### src/design/anem_pkg.sv
package anem_pkg;

    localparam int TIME_W     = 32;
    localparam int COUNT_W    = 16;
    localparam int DEB_W      = 20;
    localparam int MIN_W      = 16;
    localparam int MPR_W      = 24;
    localparam int CFG_IDX_W  = 8;
    localparam int CFG_DATA_W = 32;
    localparam int MPH_W      = 8;
    localparam int RAW_W      = 16;
    localparam int NUM_W      = 44;
    localparam int DIV_CNT_W  = $clog2(NUM_W);
    localparam int Q_DEPTH    = 2;
    localparam int Q_PTR_W    = 1;
    localparam int Q_CNT_W    = 2;

    localparam logic [1:0] CMD_EDGE = 2'd0;
    localparam logic [1:0] CMD_READ = 2'd1;
    localparam logic [1:0] CMD_GUST = 2'd2;

    localparam logic [CFG_IDX_W-1:0] REG_DEBOUNCE  = 8'd0;
    localparam logic [CFG_IDX_W-1:0] REG_TIMEOUT   = 8'd1;
    localparam logic [CFG_IDX_W-1:0] REG_MIN_COUNT = 8'd2;
    localparam logic [CFG_IDX_W-1:0] REG_MPH_RPS   = 8'd3;

    localparam logic [DEB_W-1:0]  DEBOUNCE_RST  = 20'd5000;
    localparam logic [TIME_W-1:0] TIMEOUT_RST   = 32'd10000000;
    localparam logic [MIN_W-1:0]  MIN_COUNT_RST = 16'd3;
    localparam logic [MPR_W-1:0]  MPH_RPS_RST   = 24'd147456;

    localparam logic [19:0]      US_PER_S = 20'd1000000;
    localparam logic [MPH_W-1:0] MPH_MAX  = 8'd255;
    localparam logic [RAW_W-1:0] RAW_MAX  = 16'hFFFF;
    localparam logic [NUM_W:0]   MPH_HALF = 45'd32768;

    typedef struct packed {
        logic [DEB_W-1:0]  debounce_us;
        logic [TIME_W-1:0] timeout_us;
        logic [MIN_W-1:0]  avg_min_pulses;
        logic [MPR_W-1:0]  mph_per_rps;
    } cfg_t;

    typedef struct packed {
        logic               is_gust;
        logic [TIME_W-1:0]  per;
        logic [COUNT_W-1:0] cnt;
        logic [TIME_W-1:0]  span;
        logic [TIME_W-1:0]  silence;
    } q_entry_t;

    typedef struct packed {
        logic full;
        logic empty;
    } q_status_t;

    typedef struct packed {
        logic              start;
        logic [NUM_W-1:0]  dividend;
        logic [TIME_W-1:0] divisor;
    } div_req_t;

    typedef struct packed {
        logic             done;
        logic [NUM_W-1:0] quotient;
    } div_rsp_t;

    typedef enum logic [2:0] {
        B_IDLE,
        B_MUL,
        B_AVG,
        B_QUO,
        B_DONE
    } back_state_t;

endpackage

### src/design/anem_in_if.sv
interface anem_in_if;
    import anem_pkg::*;

    logic              valid;
    logic              ready;
    logic [1:0]        cmd;
    logic [TIME_W-1:0] time_us;

    modport source (output valid, output cmd, output time_us, input ready);
    modport sink (input valid, input cmd, input time_us, output ready);
endinterface

### src/design/anem_out_if.sv
interface anem_out_if;
    import anem_pkg::*;

    logic               valid;
    logic               ready;
    logic [MPH_W-1:0]   speed_mph;
    logic [RAW_W-1:0]   speed_raw_q8;
    logic [MPH_W-1:0]   gust_mph;
    logic [COUNT_W-1:0] pulse_count;
    logic [TIME_W-1:0]  last_period;
    logic               no_wind;

    modport source (
        output valid, output speed_mph, output speed_raw_q8, output gust_mph,
        output pulse_count, output last_period, output no_wind, input ready
    );
    modport sink (
        input valid, input speed_mph, input speed_raw_q8, input gust_mph,
        input pulse_count, input last_period, input no_wind, output ready
    );
endinterface

### src/design/anem_cfg_if.sv
interface anem_cfg_if;
    import anem_pkg::*;

    logic                  valid;
    logic                  ready;
    logic [CFG_IDX_W-1:0]  index;
    logic [CFG_DATA_W-1:0] data;

    modport source (output valid, output index, output data, input ready);
    modport sink (input valid, input index, input data, output ready);
endinterface

### src/design/anem_front.sv
module anem_front
    import anem_pkg::*;
(
    input  logic             clk,
    input  logic             rst_n,
    anem_in_if.sink          evt,
    input  logic [DEB_W-1:0] debounce_us,
    input  q_status_t        q_stat,
    output logic             push,
    output q_entry_t         push_data
);

    logic [TIME_W-1:0]  last_edge_reg, last_edge_next;
    logic [TIME_W-1:0]  last_pulse_reg, last_pulse_next;
    logic [TIME_W-1:0]  period_reg, period_next;
    logic [TIME_W-1:0]  win_start_reg, win_start_next;
    logic [COUNT_W-1:0] win_pulses_reg, win_pulses_next;

    logic              accept;
    logic [TIME_W-1:0] gap;
    logic              pulse_ok;

    assign evt.ready = !q_stat.full;
    assign accept    = evt.valid && evt.ready;
    assign gap       = evt.time_us - last_edge_reg;
    assign pulse_ok  = (last_pulse_reg != '0)
                       && (gap > {{(TIME_W-DEB_W){1'b0}}, debounce_us});

    always_comb
    begin
        last_edge_next  = last_edge_reg;
        last_pulse_next = last_pulse_reg;
        period_next     = period_reg;
        win_start_next  = win_start_reg;
        win_pulses_next = win_pulses_reg;
        push            = 1'b0;
        if (accept)
        begin
            case (evt.cmd)
                CMD_EDGE:
                begin
                    if (pulse_ok)
                    begin
                        period_next     = evt.time_us - last_pulse_reg;
                        last_pulse_next = evt.time_us;
                        if (win_pulses_reg != '1)
                        begin
                            win_pulses_next = win_pulses_reg + 1'b1;
                        end
                    end
                    last_edge_next = evt.time_us;
                    if (last_pulse_reg == '0)
                    begin
                        last_pulse_next = evt.time_us;
                    end
                    if (win_start_reg == '0)
                    begin
                        win_start_next = evt.time_us;
                    end
                end
                CMD_READ:
                begin
                    push            = 1'b1;
                    win_pulses_next = '0;
                    win_start_next  = '0;
                end
                CMD_GUST:
                begin
                    push = 1'b1;
                end
                default:
                begin
                end
            endcase
        end
    end

    always_comb
    begin
        push_data.is_gust = (evt.cmd == CMD_GUST);
        push_data.per     = period_reg;
        push_data.cnt     = win_pulses_reg;
        push_data.span    = last_pulse_reg - win_start_reg;
        push_data.silence = evt.time_us - last_pulse_reg;
    end

    always_ff @(posedge clk or negedge rst_n)
    begin
        if (!rst_n)
        begin
            last_edge_reg  <= '0;
            last_pulse_reg <= '0;
            period_reg     <= TIMEOUT_RST;
            win_start_reg  <= '0;
            win_pulses_reg <= '0;
        end
        else
        begin
            last_edge_reg  <= last_edge_next;
            last_pulse_reg <= last_pulse_next;
            period_reg     <= period_next;
            win_start_reg  <= win_start_next;
            win_pulses_reg <= win_pulses_next;
        end
    end

endmodule

### src/design/anem_fifo.sv
module anem_fifo
    import anem_pkg::*;
(
    input  logic      clk,
    input  logic      rst_n,
    input  logic      push,
    input  q_entry_t  push_data,
    input  logic      pop,
    output q_entry_t  pop_data,
    output q_status_t q_stat
);

    q_entry_t             entry_reg [Q_DEPTH];
    logic [Q_PTR_W-1:0]   wr_ptr_reg, wr_ptr_next;
    logic [Q_PTR_W-1:0]   rd_ptr_reg, rd_ptr_next;
    logic [Q_CNT_W-1:0]   count_reg, count_next;

    assign q_stat.full  = (count_reg == Q_CNT_W'(Q_DEPTH));
    assign q_stat.empty = (count_reg == '0);
    assign pop_data     = entry_reg[rd_ptr_reg];

    always_comb
    begin
        wr_ptr_next = push ? wr_ptr_reg + 1'b1 : wr_ptr_reg;
        rd_ptr_next = pop ? rd_ptr_reg + 1'b1 : rd_ptr_reg;
        count_next  = count_reg;
        if (push && !pop)
        begin
            count_next = count_reg + 1'b1;
        end
        else if (pop && !push)
        begin
            count_next = count_reg - 1'b1;
        end
    end

    always_ff @(posedge clk)
    begin
        if (push)
        begin
            entry_reg[wr_ptr_reg] <= push_data;
        end
    end

    always_ff @(posedge clk or negedge rst_n)
    begin
        if (!rst_n)
        begin
            wr_ptr_reg <= '0;
            rd_ptr_reg <= '0;
            count_reg  <= '0;
        end
        else
        begin
            wr_ptr_reg <= wr_ptr_next;
            rd_ptr_reg <= rd_ptr_next;
            count_reg  <= count_next;
        end
    end

endmodule

### src/design/anem_div.sv
module anem_div
    import anem_pkg::*;
(
    input  logic     clk,
    input  logic     rst_n,
    input  div_req_t req,
    output div_rsp_t rsp
);

    logic [NUM_W-1:0]     quo_reg, quo_next;
    logic [TIME_W-1:0]    rem_reg, rem_next;
    logic [TIME_W-1:0]    den_reg, den_next;
    logic [DIV_CNT_W-1:0] cnt_reg, cnt_next;
    logic                 busy_reg, busy_next;
    logic                 done_reg, done_next;

    logic [TIME_W:0] trial;
    logic [TIME_W:0] diff;
    logic            fits;

    assign trial = {rem_reg, quo_reg[NUM_W-1]};
    assign diff  = trial - {1'b0, den_reg};
    assign fits  = (trial >= {1'b0, den_reg});

    assign rsp.done     = done_reg;
    assign rsp.quotient = quo_reg;

    always_comb
    begin
        quo_next  = quo_reg;
        rem_next  = rem_reg;
        den_next  = den_reg;
        cnt_next  = cnt_reg;
        busy_next = busy_reg;
        done_next = 1'b0;
        if (req.start)
        begin
            quo_next  = req.dividend;
            rem_next  = '0;
            den_next  = req.divisor;
            cnt_next  = '0;
            busy_next = 1'b1;
        end
        else if (busy_reg)
        begin
            rem_next = fits ? diff[TIME_W-1:0] : trial[TIME_W-1:0];
            quo_next = {quo_reg[NUM_W-2:0], fits};
            if (cnt_reg == DIV_CNT_W'(NUM_W - 1))
            begin
                busy_next = 1'b0;
                done_next = 1'b1;
            end
            else
            begin
                cnt_next = cnt_reg + 1'b1;
            end
        end
    end

    always_ff @(posedge clk)
    begin
        quo_reg <= quo_next;
        rem_reg <= rem_next;
        den_reg <= den_next;
    end

    always_ff @(posedge clk or negedge rst_n)
    begin
        if (!rst_n)
        begin
            cnt_reg  <= '0;
            busy_reg <= 1'b0;
            done_reg <= 1'b0;
        end
        else
        begin
            cnt_reg  <= cnt_next;
            busy_reg <= busy_next;
            done_reg <= done_next;
        end
    end

endmodule

### src/design/anem_back.sv
module anem_back
    import anem_pkg::*;
(
    input  logic      clk,
    input  logic      rst_n,
    input  cfg_t      cfg,
    input  q_status_t q_stat,
    input  q_entry_t  pop_data,
    output logic      pop,
    output div_req_t  div_req,
    input  div_rsp_t  div_rsp,
    anem_out_if.source result
);

    back_state_t state_reg, state_next;

    q_entry_t           ent_reg, ent_next;
    logic [NUM_W-1:0]   num_reg, num_next;
    logic               nw_reg, nw_next;
    logic [MPH_W-1:0]   mph_reg, mph_next;
    logic [RAW_W-1:0]   raw_reg, raw_next;
    logic [MPH_W-1:0]   gust_reg, gust_next;

    logic               out_valid_reg, out_valid_next;
    logic [MPH_W-1:0]   out_mph_reg, out_mph_next;
    logic [RAW_W-1:0]   out_raw_reg, out_raw_next;
    logic [MPH_W-1:0]   out_gust_reg, out_gust_next;
    logic [COUNT_W-1:0] out_cnt_reg, out_cnt_next;
    logic [TIME_W-1:0]  out_per_reg, out_per_next;
    logic               out_nw_reg, out_nw_next;

    logic             out_free;
    logic             nowind;
    logic             use_avg;
    logic             avg_zero;
    logic [NUM_W:0]   mph_sum;
    logic [MPH_W-1:0] gust_max;
    logic [NUM_W-1:0] num_prod;

    assign out_free = !out_valid_reg || result.ready;
    assign nowind   = (ent_reg.per == '0) || (ent_reg.per >= cfg.timeout_us)
                      || (ent_reg.silence > cfg.timeout_us);
    assign use_avg  = (ent_reg.cnt >= cfg.avg_min_pulses)
                      && (ent_reg.cnt > COUNT_W'(1));
    assign avg_zero = (div_rsp.quotient[TIME_W-1:0] == '0);
    assign mph_sum  = {1'b0, div_rsp.quotient} + MPH_HALF;
    assign gust_max = (mph_reg > gust_reg) ? mph_reg : gust_reg;
    assign num_prod = NUM_W'(US_PER_S) * NUM_W'(cfg.mph_per_rps);

    always_comb
    begin
        state_next = state_reg;
        case (state_reg)
            B_IDLE:
            begin
                if (!q_stat.empty && !pop_data.is_gust)
                begin
                    state_next = B_MUL;
                end
            end
            B_MUL:
            begin
                if (nowind)
                begin
                    state_next = B_DONE;
                end
                else if (use_avg)
                begin
                    state_next = B_AVG;
                end
                else
                begin
                    state_next = B_QUO;
                end
            end
            B_AVG:
            begin
                if (div_rsp.done)
                begin
                    state_next = avg_zero ? B_DONE : B_QUO;
                end
            end
            B_QUO:
            begin
                if (div_rsp.done)
                begin
                    state_next = B_DONE;
                end
            end
            B_DONE:
            begin
                if (out_free)
                begin
                    state_next = B_IDLE;
                end
            end
            default:
            begin
                state_next = B_IDLE;
            end
        endcase
    end

    always_comb
    begin
        pop              = 1'b0;
        div_req.start    = 1'b0;
        div_req.dividend = num_reg;
        div_req.divisor  = ent_reg.per;
        ent_next         = ent_reg;
        num_next         = num_reg;
        nw_next          = nw_reg;
        mph_next         = mph_reg;
        raw_next         = raw_reg;
        gust_next        = gust_reg;
        out_valid_next   = out_valid_reg;
        out_mph_next     = out_mph_reg;
        out_raw_next     = out_raw_reg;
        out_gust_next    = out_gust_reg;
        out_cnt_next     = out_cnt_reg;
        out_per_next     = out_per_reg;
        out_nw_next      = out_nw_reg;
        if (out_valid_reg && result.ready)
        begin
            out_valid_next = 1'b0;
        end
        case (state_reg)
            B_IDLE:
            begin
                if (!q_stat.empty)
                begin
                    pop      = 1'b1;
                    ent_next = pop_data;
                    num_next = num_prod;
                    if (pop_data.is_gust)
                    begin
                        gust_next = '0;
                    end
                end
            end
            B_MUL:
            begin
                nw_next  = nowind;
                mph_next = '0;
                raw_next = '0;
                if (!nowind)
                begin
                    div_req.start = 1'b1;
                    if (use_avg)
                    begin
                        div_req.dividend = {{(NUM_W-TIME_W){1'b0}}, ent_reg.span};
                        div_req.divisor  = {{(TIME_W-COUNT_W){1'b0}},
                                            ent_reg.cnt - COUNT_W'(1)};
                    end
                end
            end
            B_AVG:
            begin
                div_req.divisor = div_rsp.quotient[TIME_W-1:0];
                if (div_rsp.done)
                begin
                    if (avg_zero)
                    begin
                        mph_next = MPH_MAX;
                        raw_next = RAW_MAX;
                    end
                    else
                    begin
                        div_req.start = 1'b1;
                    end
                end
            end
            B_QUO:
            begin
                if (div_rsp.done)
                begin
                    raw_next = (|div_rsp.quotient[NUM_W-1:RAW_W+8])
                               ? RAW_MAX : div_rsp.quotient[RAW_W+7:8];
                    mph_next = (|mph_sum[NUM_W:MPH_W+16])
                               ? MPH_MAX : mph_sum[MPH_W+15:16];
                end
            end
            B_DONE:
            begin
                if (out_free)
                begin
                    gust_next      = gust_max;
                    out_valid_next = 1'b1;
                    out_mph_next   = mph_reg;
                    out_raw_next   = raw_reg;
                    out_gust_next  = gust_max;
                    out_cnt_next   = ent_reg.cnt;
                    out_per_next   = ent_reg.per;
                    out_nw_next    = nw_reg;
                end
            end
            default:
            begin
            end
        endcase
    end

    assign result.valid        = out_valid_reg;
    assign result.speed_mph    = out_mph_reg;
    assign result.speed_raw_q8 = out_raw_reg;
    assign result.gust_mph     = out_gust_reg;
    assign result.pulse_count  = out_cnt_reg;
    assign result.last_period  = out_per_reg;
    assign result.no_wind      = out_nw_reg;

    always_ff @(posedge clk)
    begin
        ent_reg      <= ent_next;
        num_reg      <= num_next;
        nw_reg       <= nw_next;
        mph_reg      <= mph_next;
        raw_reg      <= raw_next;
        out_mph_reg  <= out_mph_next;
        out_raw_reg  <= out_raw_next;
        out_gust_reg <= out_gust_next;
        out_cnt_reg  <= out_cnt_next;
        out_per_reg  <= out_per_next;
        out_nw_reg   <= out_nw_next;
    end

    always_ff @(posedge clk or negedge rst_n)
    begin
        if (!rst_n)
        begin
            state_reg     <= B_IDLE;
            gust_reg      <= '0;
            out_valid_reg <= 1'b0;
        end
        else
        begin
            state_reg     <= state_next;
            gust_reg      <= gust_next;
            out_valid_reg <= out_valid_next;
        end
    end

endmodule

### src/design/anemometer_pulse_wind_speed_unit.sv
// Cup anemometer wind speed from timestamped events. The front end takes a
// switch edge, read or gust reset whenever the queue is not full; edges update
// the period and pulse window there at once, while reads and gust resets wait
// in a two-entry queue for the back end. Reads are computed by the bit-serial
// divider that produces one quotient bit per cycle over 44 steps (once for the
// mean period on an averaged read, once for the speed); a read that hits the
// no-wind rule skips the divider. The result register lets the back end finish
// the next read while a result waits. Configuration writes are registered and
// are always ready.
module anemometer_pulse_wind_speed_unit
    import anem_pkg::*;
(
    input logic        clk,
    input logic        rst_n,
    anem_in_if.sink    evt,
    anem_out_if.source result,
    anem_cfg_if.sink   cfg
);

    cfg_t      cfg_reg, cfg_next;
    q_status_t q_stat;
    logic      push;
    q_entry_t  push_data;
    logic      pop;
    q_entry_t  pop_data;
    div_req_t  div_req;
    div_rsp_t  div_rsp;

    assign cfg.ready = 1'b1;

    always_comb
    begin
        cfg_next = cfg_reg;
        if (cfg.valid)
        begin
            case (cfg.index)
                REG_DEBOUNCE:  cfg_next.debounce_us    = cfg.data[DEB_W-1:0];
                REG_TIMEOUT:   cfg_next.timeout_us     = cfg.data[TIME_W-1:0];
                REG_MIN_COUNT: cfg_next.avg_min_pulses = cfg.data[MIN_W-1:0];
                REG_MPH_RPS:   cfg_next.mph_per_rps    = cfg.data[MPR_W-1:0];
                default:
                begin
                end
            endcase
        end
    end

    always_ff @(posedge clk or negedge rst_n)
    begin
        if (!rst_n)
        begin
            cfg_reg.debounce_us    <= DEBOUNCE_RST;
            cfg_reg.timeout_us     <= TIMEOUT_RST;
            cfg_reg.avg_min_pulses <= MIN_COUNT_RST;
            cfg_reg.mph_per_rps    <= MPH_RPS_RST;
        end
        else
        begin
            cfg_reg <= cfg_next;
        end
    end

    anem_front u_front (
        .clk         (clk),
        .rst_n       (rst_n),
        .evt         (evt),
        .debounce_us (cfg_reg.debounce_us),
        .q_stat      (q_stat),
        .push        (push),
        .push_data   (push_data)
    );

    anem_fifo u_fifo (
        .clk       (clk),
        .rst_n     (rst_n),
        .push      (push),
        .push_data (push_data),
        .pop       (pop),
        .pop_data  (pop_data),
        .q_stat    (q_stat)
    );

    anem_div u_div (
        .clk   (clk),
        .rst_n (rst_n),
        .req   (div_req),
        .rsp   (div_rsp)
    );

    anem_back u_back (
        .clk      (clk),
        .rst_n    (rst_n),
        .cfg      (cfg_reg),
        .q_stat   (q_stat),
        .pop_data (pop_data),
        .pop      (pop),
        .div_req  (div_req),
        .div_rsp  (div_rsp),
        .result   (result)
    );

    a_nowind_zero: assert property (@(posedge clk) disable iff (!rst_n)
        result.valid && result.no_wind |->
            result.speed_mph == '0 && result.speed_raw_q8 == '0)
        else $error("no-wind result carries a nonzero speed");

    a_gust_peak: assert property (@(posedge clk) disable iff (!rst_n)
        result.valid |-> result.gust_mph >= result.speed_mph)
        else $error("gust below reported speed");

    a_full_stall: assert property (@(posedge clk) disable iff (!rst_n)
        q_stat.full |-> !evt.ready)
        else $error("input ready while queue is full");

    a_pop_nonempty: assert property (@(posedge clk) disable iff (!rst_n)
        pop |-> !q_stat.empty)
        else $error("queue popped while empty");

endmodule

### src/flat_wrapper.sv
// flat-port wrapper written by rule: the top's interface ports become plain ports
module anemometer_pulse_wind_speed_unit_flat import anem_pkg::*;
  (clk, rst_n, evt_valid, evt_cmd, evt_time_us, evt_ready, result_valid, result_speed_mph, result_speed_raw_q8, result_gust_mph, result_pulse_count, result_last_period, result_no_wind, result_ready, cfg_valid, cfg_index, cfg_data, cfg_ready);
  anem_in_if evt_i ();
  anem_out_if result_i ();
  anem_cfg_if cfg_i ();
  input logic clk;
  input logic rst_n;
  input wire logic [$bits(evt_i.valid)-1:0] evt_valid;
  input wire logic [$bits(evt_i.cmd)-1:0] evt_cmd;
  input wire logic [$bits(evt_i.time_us)-1:0] evt_time_us;
  output wire logic [$bits(evt_i.ready)-1:0] evt_ready;
  output wire logic [$bits(result_i.valid)-1:0] result_valid;
  output wire logic [$bits(result_i.speed_mph)-1:0] result_speed_mph;
  output wire logic [$bits(result_i.speed_raw_q8)-1:0] result_speed_raw_q8;
  output wire logic [$bits(result_i.gust_mph)-1:0] result_gust_mph;
  output wire logic [$bits(result_i.pulse_count)-1:0] result_pulse_count;
  output wire logic [$bits(result_i.last_period)-1:0] result_last_period;
  output wire logic [$bits(result_i.no_wind)-1:0] result_no_wind;
  input wire logic [$bits(result_i.ready)-1:0] result_ready;
  input wire logic [$bits(cfg_i.valid)-1:0] cfg_valid;
  input wire logic [$bits(cfg_i.index)-1:0] cfg_index;
  input wire logic [$bits(cfg_i.data)-1:0] cfg_data;
  output wire logic [$bits(cfg_i.ready)-1:0] cfg_ready;
  assign evt_i.valid = evt_valid;
  assign evt_i.cmd = evt_cmd;
  assign evt_i.time_us = evt_time_us;
  assign evt_ready = evt_i.ready;
  assign result_valid = result_i.valid;
  assign result_speed_mph = result_i.speed_mph;
  assign result_speed_raw_q8 = result_i.speed_raw_q8;
  assign result_gust_mph = result_i.gust_mph;
  assign result_pulse_count = result_i.pulse_count;
  assign result_last_period = result_i.last_period;
  assign result_no_wind = result_i.no_wind;
  assign result_i.ready = result_ready;
  assign cfg_i.valid = cfg_valid;
  assign cfg_i.index = cfg_index;
  assign cfg_i.data = cfg_data;
  assign cfg_ready = cfg_i.ready;
  anemometer_pulse_wind_speed_unit u_core (.clk(clk), .rst_n(rst_n), .evt(evt_i), .result(result_i), .cfg(cfg_i));
endmodule
### config.mk
export PLATFORM = sky130hd
export DESIGN_NAME = anemometer_pulse_wind_speed_unit_flat
export DESIGN_NICKNAME = d
export VERILOG_FILES = /design/src/design/anem_pkg.sv /design/src/design/anem_in_if.sv /design/src/design/anem_out_if.sv /design/src/design/anem_cfg_if.sv /design/src/design/anem_front.sv /design/src/design/anem_fifo.sv /design/src/design/anem_div.sv /design/src/design/anem_back.sv /design/src/design/anemometer_pulse_wind_speed_unit.sv /design/src/flat_wrapper.sv
export SDC_FILE = /design/constraint.sdc
export NUM_CORES = 2
export LEC_CHECK = 0
export BUFFER_PORTS_ARGS = -buffer_cell sky130_fd_sc_hd__buf_2
export CORE_AREA = 5 5 298 300
export DETAILED_ROUTE_END_ITERATION = 12
export DIE_AREA = 0 0 303 305
export PLACE_DENSITY = 0.81
export SKIP_CTS_REPAIR_TIMING = 1
export SYNTH_ARGS = -nofsm -noshare
export SYNTH_HDL_FRONTEND = slang
export SYNTH_SLANG_ARGS = --single-unit
### constraint.sdc
create_clock -name clk -period 38.1 [get_ports clk]
set_input_delay 1.905 -clock clk [delete_from_list [all_inputs] [get_ports clk]]
set_output_delay 1.905 -clock clk [all_outputs]
set_load 0.02 [all_outputs]
== Yosys cells after proc, flatten, opt, wreduce, memory -nomap -nowiden ==
Memories as Yosys holds them, arrays and structs flattened.
Index checks and enable logic that the tools add are counted.

* Register bits: 624
* Word-level logic and storage cells: 189
* Memories kept: 1
* Bits in writable memories: 226
* Input port bits: 79

{| class="wikitable"
|+ Memories
! memory !! depth !! bits a word !! read ports !! clocked after memory_dff !! write ports !! line !! RTL
|-
| u_core.u_fifo.entry_reg || 2 || 113 || 1 || 0 || 1 || anem_fifo.sv:13 || <nowiki>q_entry_t entry_reg [Q_DEPTH];</nowiki>
|}

* Eq/ne operators: 23
* Reduce and logical (&&, ||, !) cells: 49
* Add/sub/neg operators: 12
* $mul: 1
* Bitwise operators: 1
* Magnitude comparators: 7
* Multiplexer cells: 60

{| class="wikitable"
|+ Operators with widths
! cell !! number
|-
| 2-to-1 mux 44 bit || 3
|-
| logical NOT 32 bit || 4
|-
| 2-to-1 mux 32 bit || 4
|-
| case mux 32 bit (2 select lines) || 2
|-
| subtractor 32 bit || 4
|-
| 2-to-1 mux 16 bit || 6
|-
| 2-to-1 mux 77 bit || 1
|-
| 2-to-1 mux 76 bit || 1
|-
| 2-to-1 mux 8 bit || 8
|-
| case mux 16 bit (3 select lines) || 1
|-
| adder 44 x 16 -> 45 bit, second input constant || 1
|-
| multiplier 14 x 24 -> 38 bit, first input constant || 1
|-
| greater-or-equal comparator 33 x 32 -> 1 bit || 1
|-
| greater-or-equal comparator 32 bit || 1
|-
| greater-than comparator 32 x 20 -> 1 bit || 1
|-
| greater-than comparator 32 bit || 1
|-
| case mux 16 bit (2 select lines) || 1
|-
| nonzero test 32 bit || 1
|-
| case mux 8 bit (3 select lines) || 1
|-
| OR reduction 21 bit || 1
|-
| OR reduction 20 bit || 1
|-
| 2-to-1 mux 1 bit || 18
|-
| 2-to-1 mux 3 bit || 6
|-
| 2-to-1 mux 6 bit || 3
|-
| other kinds (37) || 81
|}

== Depth between registers and ports, before layout ==
* Depth after elaboration: 8
* Depth in mapped cells: 27
* Depth with buffers taken out: 25

== By module ==
A second synthesis with hierarchy kept.

* Cell total of the unflattened synthesis: 4001
* Area, all modules: 48188.7 sq um

{| class="wikitable"
|+ By module, submodules not included
! module !! cells an instance !! instances !! sequential area each (sq um) !! area an instance (sq um)
|-
| anem_back || 1469 || 1 || 7987.7 || 17727.0
|-
| anem_front || 1353 || 1 || 3613.5 || 11807.6
|-
| anem_fifo || 368 || 1 || 6886.6 || 8589.5
|-
| anem_div || 611 || 1 || 3123.0 || 6522.5
|-
| anemometer_pulse_wind_speed_unit || 200 || 1 || 2323.5 || 3542.1
|}

== Least setup slack after synthesis ==
No wires, ideal clock.

* Kind: reg2reg
* Start: register u_core.u_back.state_reg[0]
* End: register u_core.u_fifo.count_reg[1]
* Setup slack: 21589 ps
* Setup time: 79 ps
* Arrival time: 16432 ps
* Cell stages (with the launch flop): 8
* Path through: dfrtp_1 > clkbuf_1 > nor4_1 > inv_1 > ha_1 > xor2_1 > nor2_1 > xor2_1

* Cells in the longest elaborated chain, start to end: 5
* Elaborated cells on any way between the ends: 7

{| class="wikitable"
|+ RTL lines
! element !! line !! RTL
|-
| start: declaration || anem_back.sv:15 || <nowiki>back_state_t state_reg, state_next;</nowiki>
|-
| start signal: assignment || anem_back.sv:236 || <nowiki>state_reg <= state_next;</nowiki>
|-
| logical NOT 3 bit * || anem_back.sv:127 || <nowiki>case (state_reg)</nowiki>
|-
| 2-to-1 mux 1 bit * || anem_back.sv:127 ||
|-
| net u_core.pop || anemometer_pulse_wind_speed_unit.sv:24 || <nowiki>logic pop;</nowiki>
|-
| logical NOT 1 bit || anem_fifo.sv:27 || <nowiki>if (push && !pop)</nowiki>
|-
| logical AND 1 bit || anem_fifo.sv:27 ||
|-
| 2-to-1 mux 2 bit or nonzero test 2 bit (tied branches) || - ||
|-
| end signal: assignment || anem_fifo.sv:57 || <nowiki>count_reg <= count_next;</nowiki>
|-
| end: declaration || anem_fifo.sv:16 || <nowiki>logic [Q_CNT_W-1:0] count_reg, count_next;</nowiki>
|}

Mark *: on every way through the listed nets, which the timed path passes. The rest lies on a longest branch.
A chain may end at the register's enable or synchronous reset.

== Final worst setup path ==
* Start: input port evt_time_us[0]
* End: register u_core.u_front.period_reg[31]

* Cells in the longest elaborated chain, start to end: 4
* Elaborated cells on any way between the ends: 5

{| class="wikitable"
|+ RTL lines
! element !! line !! RTL
|-
| start: declaration || flat_wrapper.sv:11 || <nowiki>input wire logic [$bits(evt_i.time_us)-1:0] evt_time_us;</nowiki>
|-
| subtractor 32 bit || anem_front.sv:25 || <nowiki>assign gap = evt.time_us - last_edge_reg;</nowiki>
|-
| greater-than comparator 32 x 20 -> 1 bit || anem_front.sv:27 || <nowiki>&& (gap > {{(TIME_W-DEB_W){1'b0}}, debounce_us});</nowiki>
|-
| logical AND 1 bit || anem_front.sv:27 ||
|-
| AND reduction 3 bit (no line) || - ||
|-
| end signal: assignment || anem_front.sv:101 || <nowiki>period_reg <= period_next;</nowiki>
|-
| end: declaration || anem_front.sv:15 || <nowiki>logic [TIME_W-1:0] period_reg, period_next;</nowiki>
|}

Parallel ways exist; a longest one is shown, timed or not.

==> results.md <==
* Status: finished, final reports clean
* Synth Warn # at 0
* Die area at just over 90000 µm²
* Critical path required time at roughly 39000 ps
* Hold Path Class: flop to flop
* Final core area utilization at 60.2%
* First-pass GRT wire length at approximately 180000 µm
* Vias at ~32000
* Deepest clock path buffer count at 3
* Fin Hold WS at about 420 ps
* # clock sinks at 850
* Critical Path Source Type: input pin
* Slew headroom at approximately 25%
* R2R depth at 21
* Leak pwr at around 0.022 µW
* Post-Route WL at around 120000 µm
* Core ar. at between 80000 and 90000 µm²
* Hold EP: u_core.u_back.result.speed_raw_q8[1]$_DFFE_PP_
* RSZ-0062 raised after global routing: no
* Setup TNS at 0 ps
* Critical Path Fanout Max at 34
* Clock slew seen by the registers of the worst setup and hold paths at approximately 60 ps
* Final Max Tran Viols at 0
* R2R setup slack at 31540 ps
* Gate count after technology mapping at between 3000 and 4000
* ANT nets after route at 0
* Count leader, synth: edfxtp_1
* Commonest cells in the netlist: edfxtp_1 (558), inv_1 (393), ha_1 (371)
* Die width at 303 µm
* Hold Crit Depth at 0
* Worst-Margin Slew at between 1000 and 1500 ps
* Pwr dens at 84.7 nW/µm²
* Cell variety after synth at between 90 and 100
* Placed Cells at ~5200
* Syn_nets at 4546
* Hold Violations, Final at 0
* Seq/Total Area, Yosys at 51.1%
* Vias per inst at a little under 6
* Seq. cell area at 23900 µm²
* H-tree Lvls at 3
* CTS tree: done
* Die Span Y at a little over 300 µm
* R2R Path Start: u_core.cfg_reg[2]$_DFFE_PN0P_
* Async S/R FF share, synth at just over 30%
* Non-filler instance count after layout at between 5000 and 6000
* RePlAce Congestion at around 0.94
* Critical path capture point type: flop
* Area growth, synth to finish at 10.4%
* Vias in the first global route at 31400
* Initial Utilization at 54.5%
* FP Rows at ~110
* Cell area after layout at roughly 52000 µm²
* Area share of the largest cell type after synthesis at between 30% and 40%
* CTS Root Cell: clkbuf_16
* EDFF count, synth at approximately 560
* Total GRT Usage at 24.9%
* Hold Crit Start: u_core.u_back.raw_reg[1]$_DFFE_PP_
* Setup Skew at ~33 ps
* Final Cycle Share at a little under a fifth
* Register bit count reported by yosys at 850
* Max Cap Viol at 0
* Crit path from: evt_time_us[0]
* Post-Syn Area per Cell at roughly 12 µm²
* DR WL/cell at about 22 µm
* Total CTS buffers at 88
* Pin count of the biggest net entering global routing at slightly above 90
* Largest register FFs at 226
* Top FF cell, synth: edfxtp_1
* WP data arrival at 7820 ps
* Ranking of synthesized cells by area: edfxtp_1 (36%), dfrtp_1 (13%), ha_1 (9.9%)
* Maximum clock rate at 0.137 GHz
* Multi-input gate area at between 20000 and 25000 µm²
* DP Area at 48800 µm²
* Peak supply drop at about 0.058 mV
* Final net count at about 4700
* Grt total ovfl at 0
* DRC Markers at 0
* Final setup fails at 0
* Initial antenna violation count at 7
* Hpwl dp at between 80000 and 90000 µm
* Count of input and output buffers at ~160
* Critical path type: input pin to flop
* Post-synth top area cell: edfxtp_1
* Pre-antenna DRT Iters at 6
* # fillers at between 6000 and 7000
* Initial DRC Count at about 2800
* Top Ports at around 160
* Post-Synthesis Cell Area at around 47000 µm²
* Clk_lat worst skew at ~670 ps
* R2R Path End: u_core.u_back.num_reg[42]$_DFFE_PP_
* Min cycle time layout at ~7300 ps
* Share of layout cells above drive strength 1 at roughly 16%
## logic make-up after synthesis
kind of cell | after synthesis | synth area share [%]
xor gates and xnor gates | 171 | 3.20
DFF | 850 | 51.1
adders and majority gates | 470 | 14.1
and+or+nand+nor | 945 | 9.73
AOI/OAI and AO/OA | 758 | 10.5
buffers and inverters | 514 | 4.29
muxes | 288 | 7.05
other | 1 | 0.00801
## metrics by stage
step                worst slack (ps)  power, µW
detailed placement             30240       3500
floorplan                      21590       3000
global route                   30480       4640
finish                         30810       4380
CTS                            30890       4370
global placement               30430       3430
## worst max path at each step
stage | to | slack (ps) | cells past startpoint
2_1_floorplan | u_core.u_fifo.count_reg[1]$_DFFE_PN0P_ | 21590 | 7
3_3_place_gp | u_core.u_front.period_reg[31]$_DFFE_PN0P_ | 30430 | 26
3_5_place_dp | u_core.u_front.period_reg[31]$_DFFE_PN0P_ | 30240 | 26
4_1_cts | u_core.u_front.period_reg[31]$_DFFE_PN0P_ | 30890 | 26
5_1_grt | u_core.u_front.period_reg[31]$_DFFE_PN0P_ | 30480 | 26
6_report | u_core.u_front.period_reg[31]$_DFFE_PN0P_ | 30810 | 26
## per-layer routing
layer  wire (µm)  part of all wire (%)  track usage [%]
met1       47000                    40             32.9
met2       54400                    47             40.1
met3        7770                   6.7             3.90
met4        6990                   6.0             12.5
met5          13                 0.011                0
## area by class of cell
type	count	area share (%)
Antenna cell	4	0.0194
Clock buffer	120	4.79
Clock inverter	44	0.728
Inverter	395	2.87
Multi-Input combinational cell	2633	40.5
Sequential cell	850	46.3
Tap cell	1155	2.79
Timing Repair Buffer	188	1.97
## power breakdown
group	leakage (µW)	internal [µW]	switching, µW	total, µW
Sequential	0.00875	1470	283	1760
Clock	0.00138	486	367	852
Combinational	0.0120	722	1050	1770
Total	0.0221	2680	1700	4380
## cells in the final DEF (no fill, tap or decap), types with 33 or more instances in the layout
| cell type | count |
|---|---|
| a211oi_1 | 40 |
| a21o_1 | 92 |
| a21oi_1 | 167 |
| a31oi_1 | 46 |
| buf_2 | 160 |
| clkbuf_16 | 92 |
| dfrtp_1 | 233 |
| edfxtp_1 | 558 |
| fa_1 | 99 |
| ha_1 | 371 |
| inv_1 | 393 |
| mux2_2 | 229 |
| mux2i_1 | 33 |
| nand2_1 | 294 |
| nand2b_1 | 59 |
| nand3_1 | 54 |
| nand4_1 | 46 |
| nor2_1 | 249 |
| nor2b_1 | 34 |
| nor4_1 | 56 |
| o21ai_0 | 207 |
| xnor2_1 | 123 |
| xor2_1 | 48 |
## worst max-delay path, cell delays in order
cell	delay (ps)
buf_2	110
inv_1	120
ha_1	190
inv_1	60
fa_1	430
a211oi_2	260
o21ai_0	220
nor4_1	330
o31ai_1	140
and2_1	210
nor4_1	170
a21oi_1	80
xor2_1	160
ha_1	290
nand4_1	120
nor2_1	160
nand4_1	170
nor4_1	300
a21oi_1	70
o21a_1	130
nor3_1	210
o2111ai_1	190
nor4_4	550
or3_2	230
buf_4	570
mux2_2	410
Note: power is estimated with default switching activity, not from simulation.
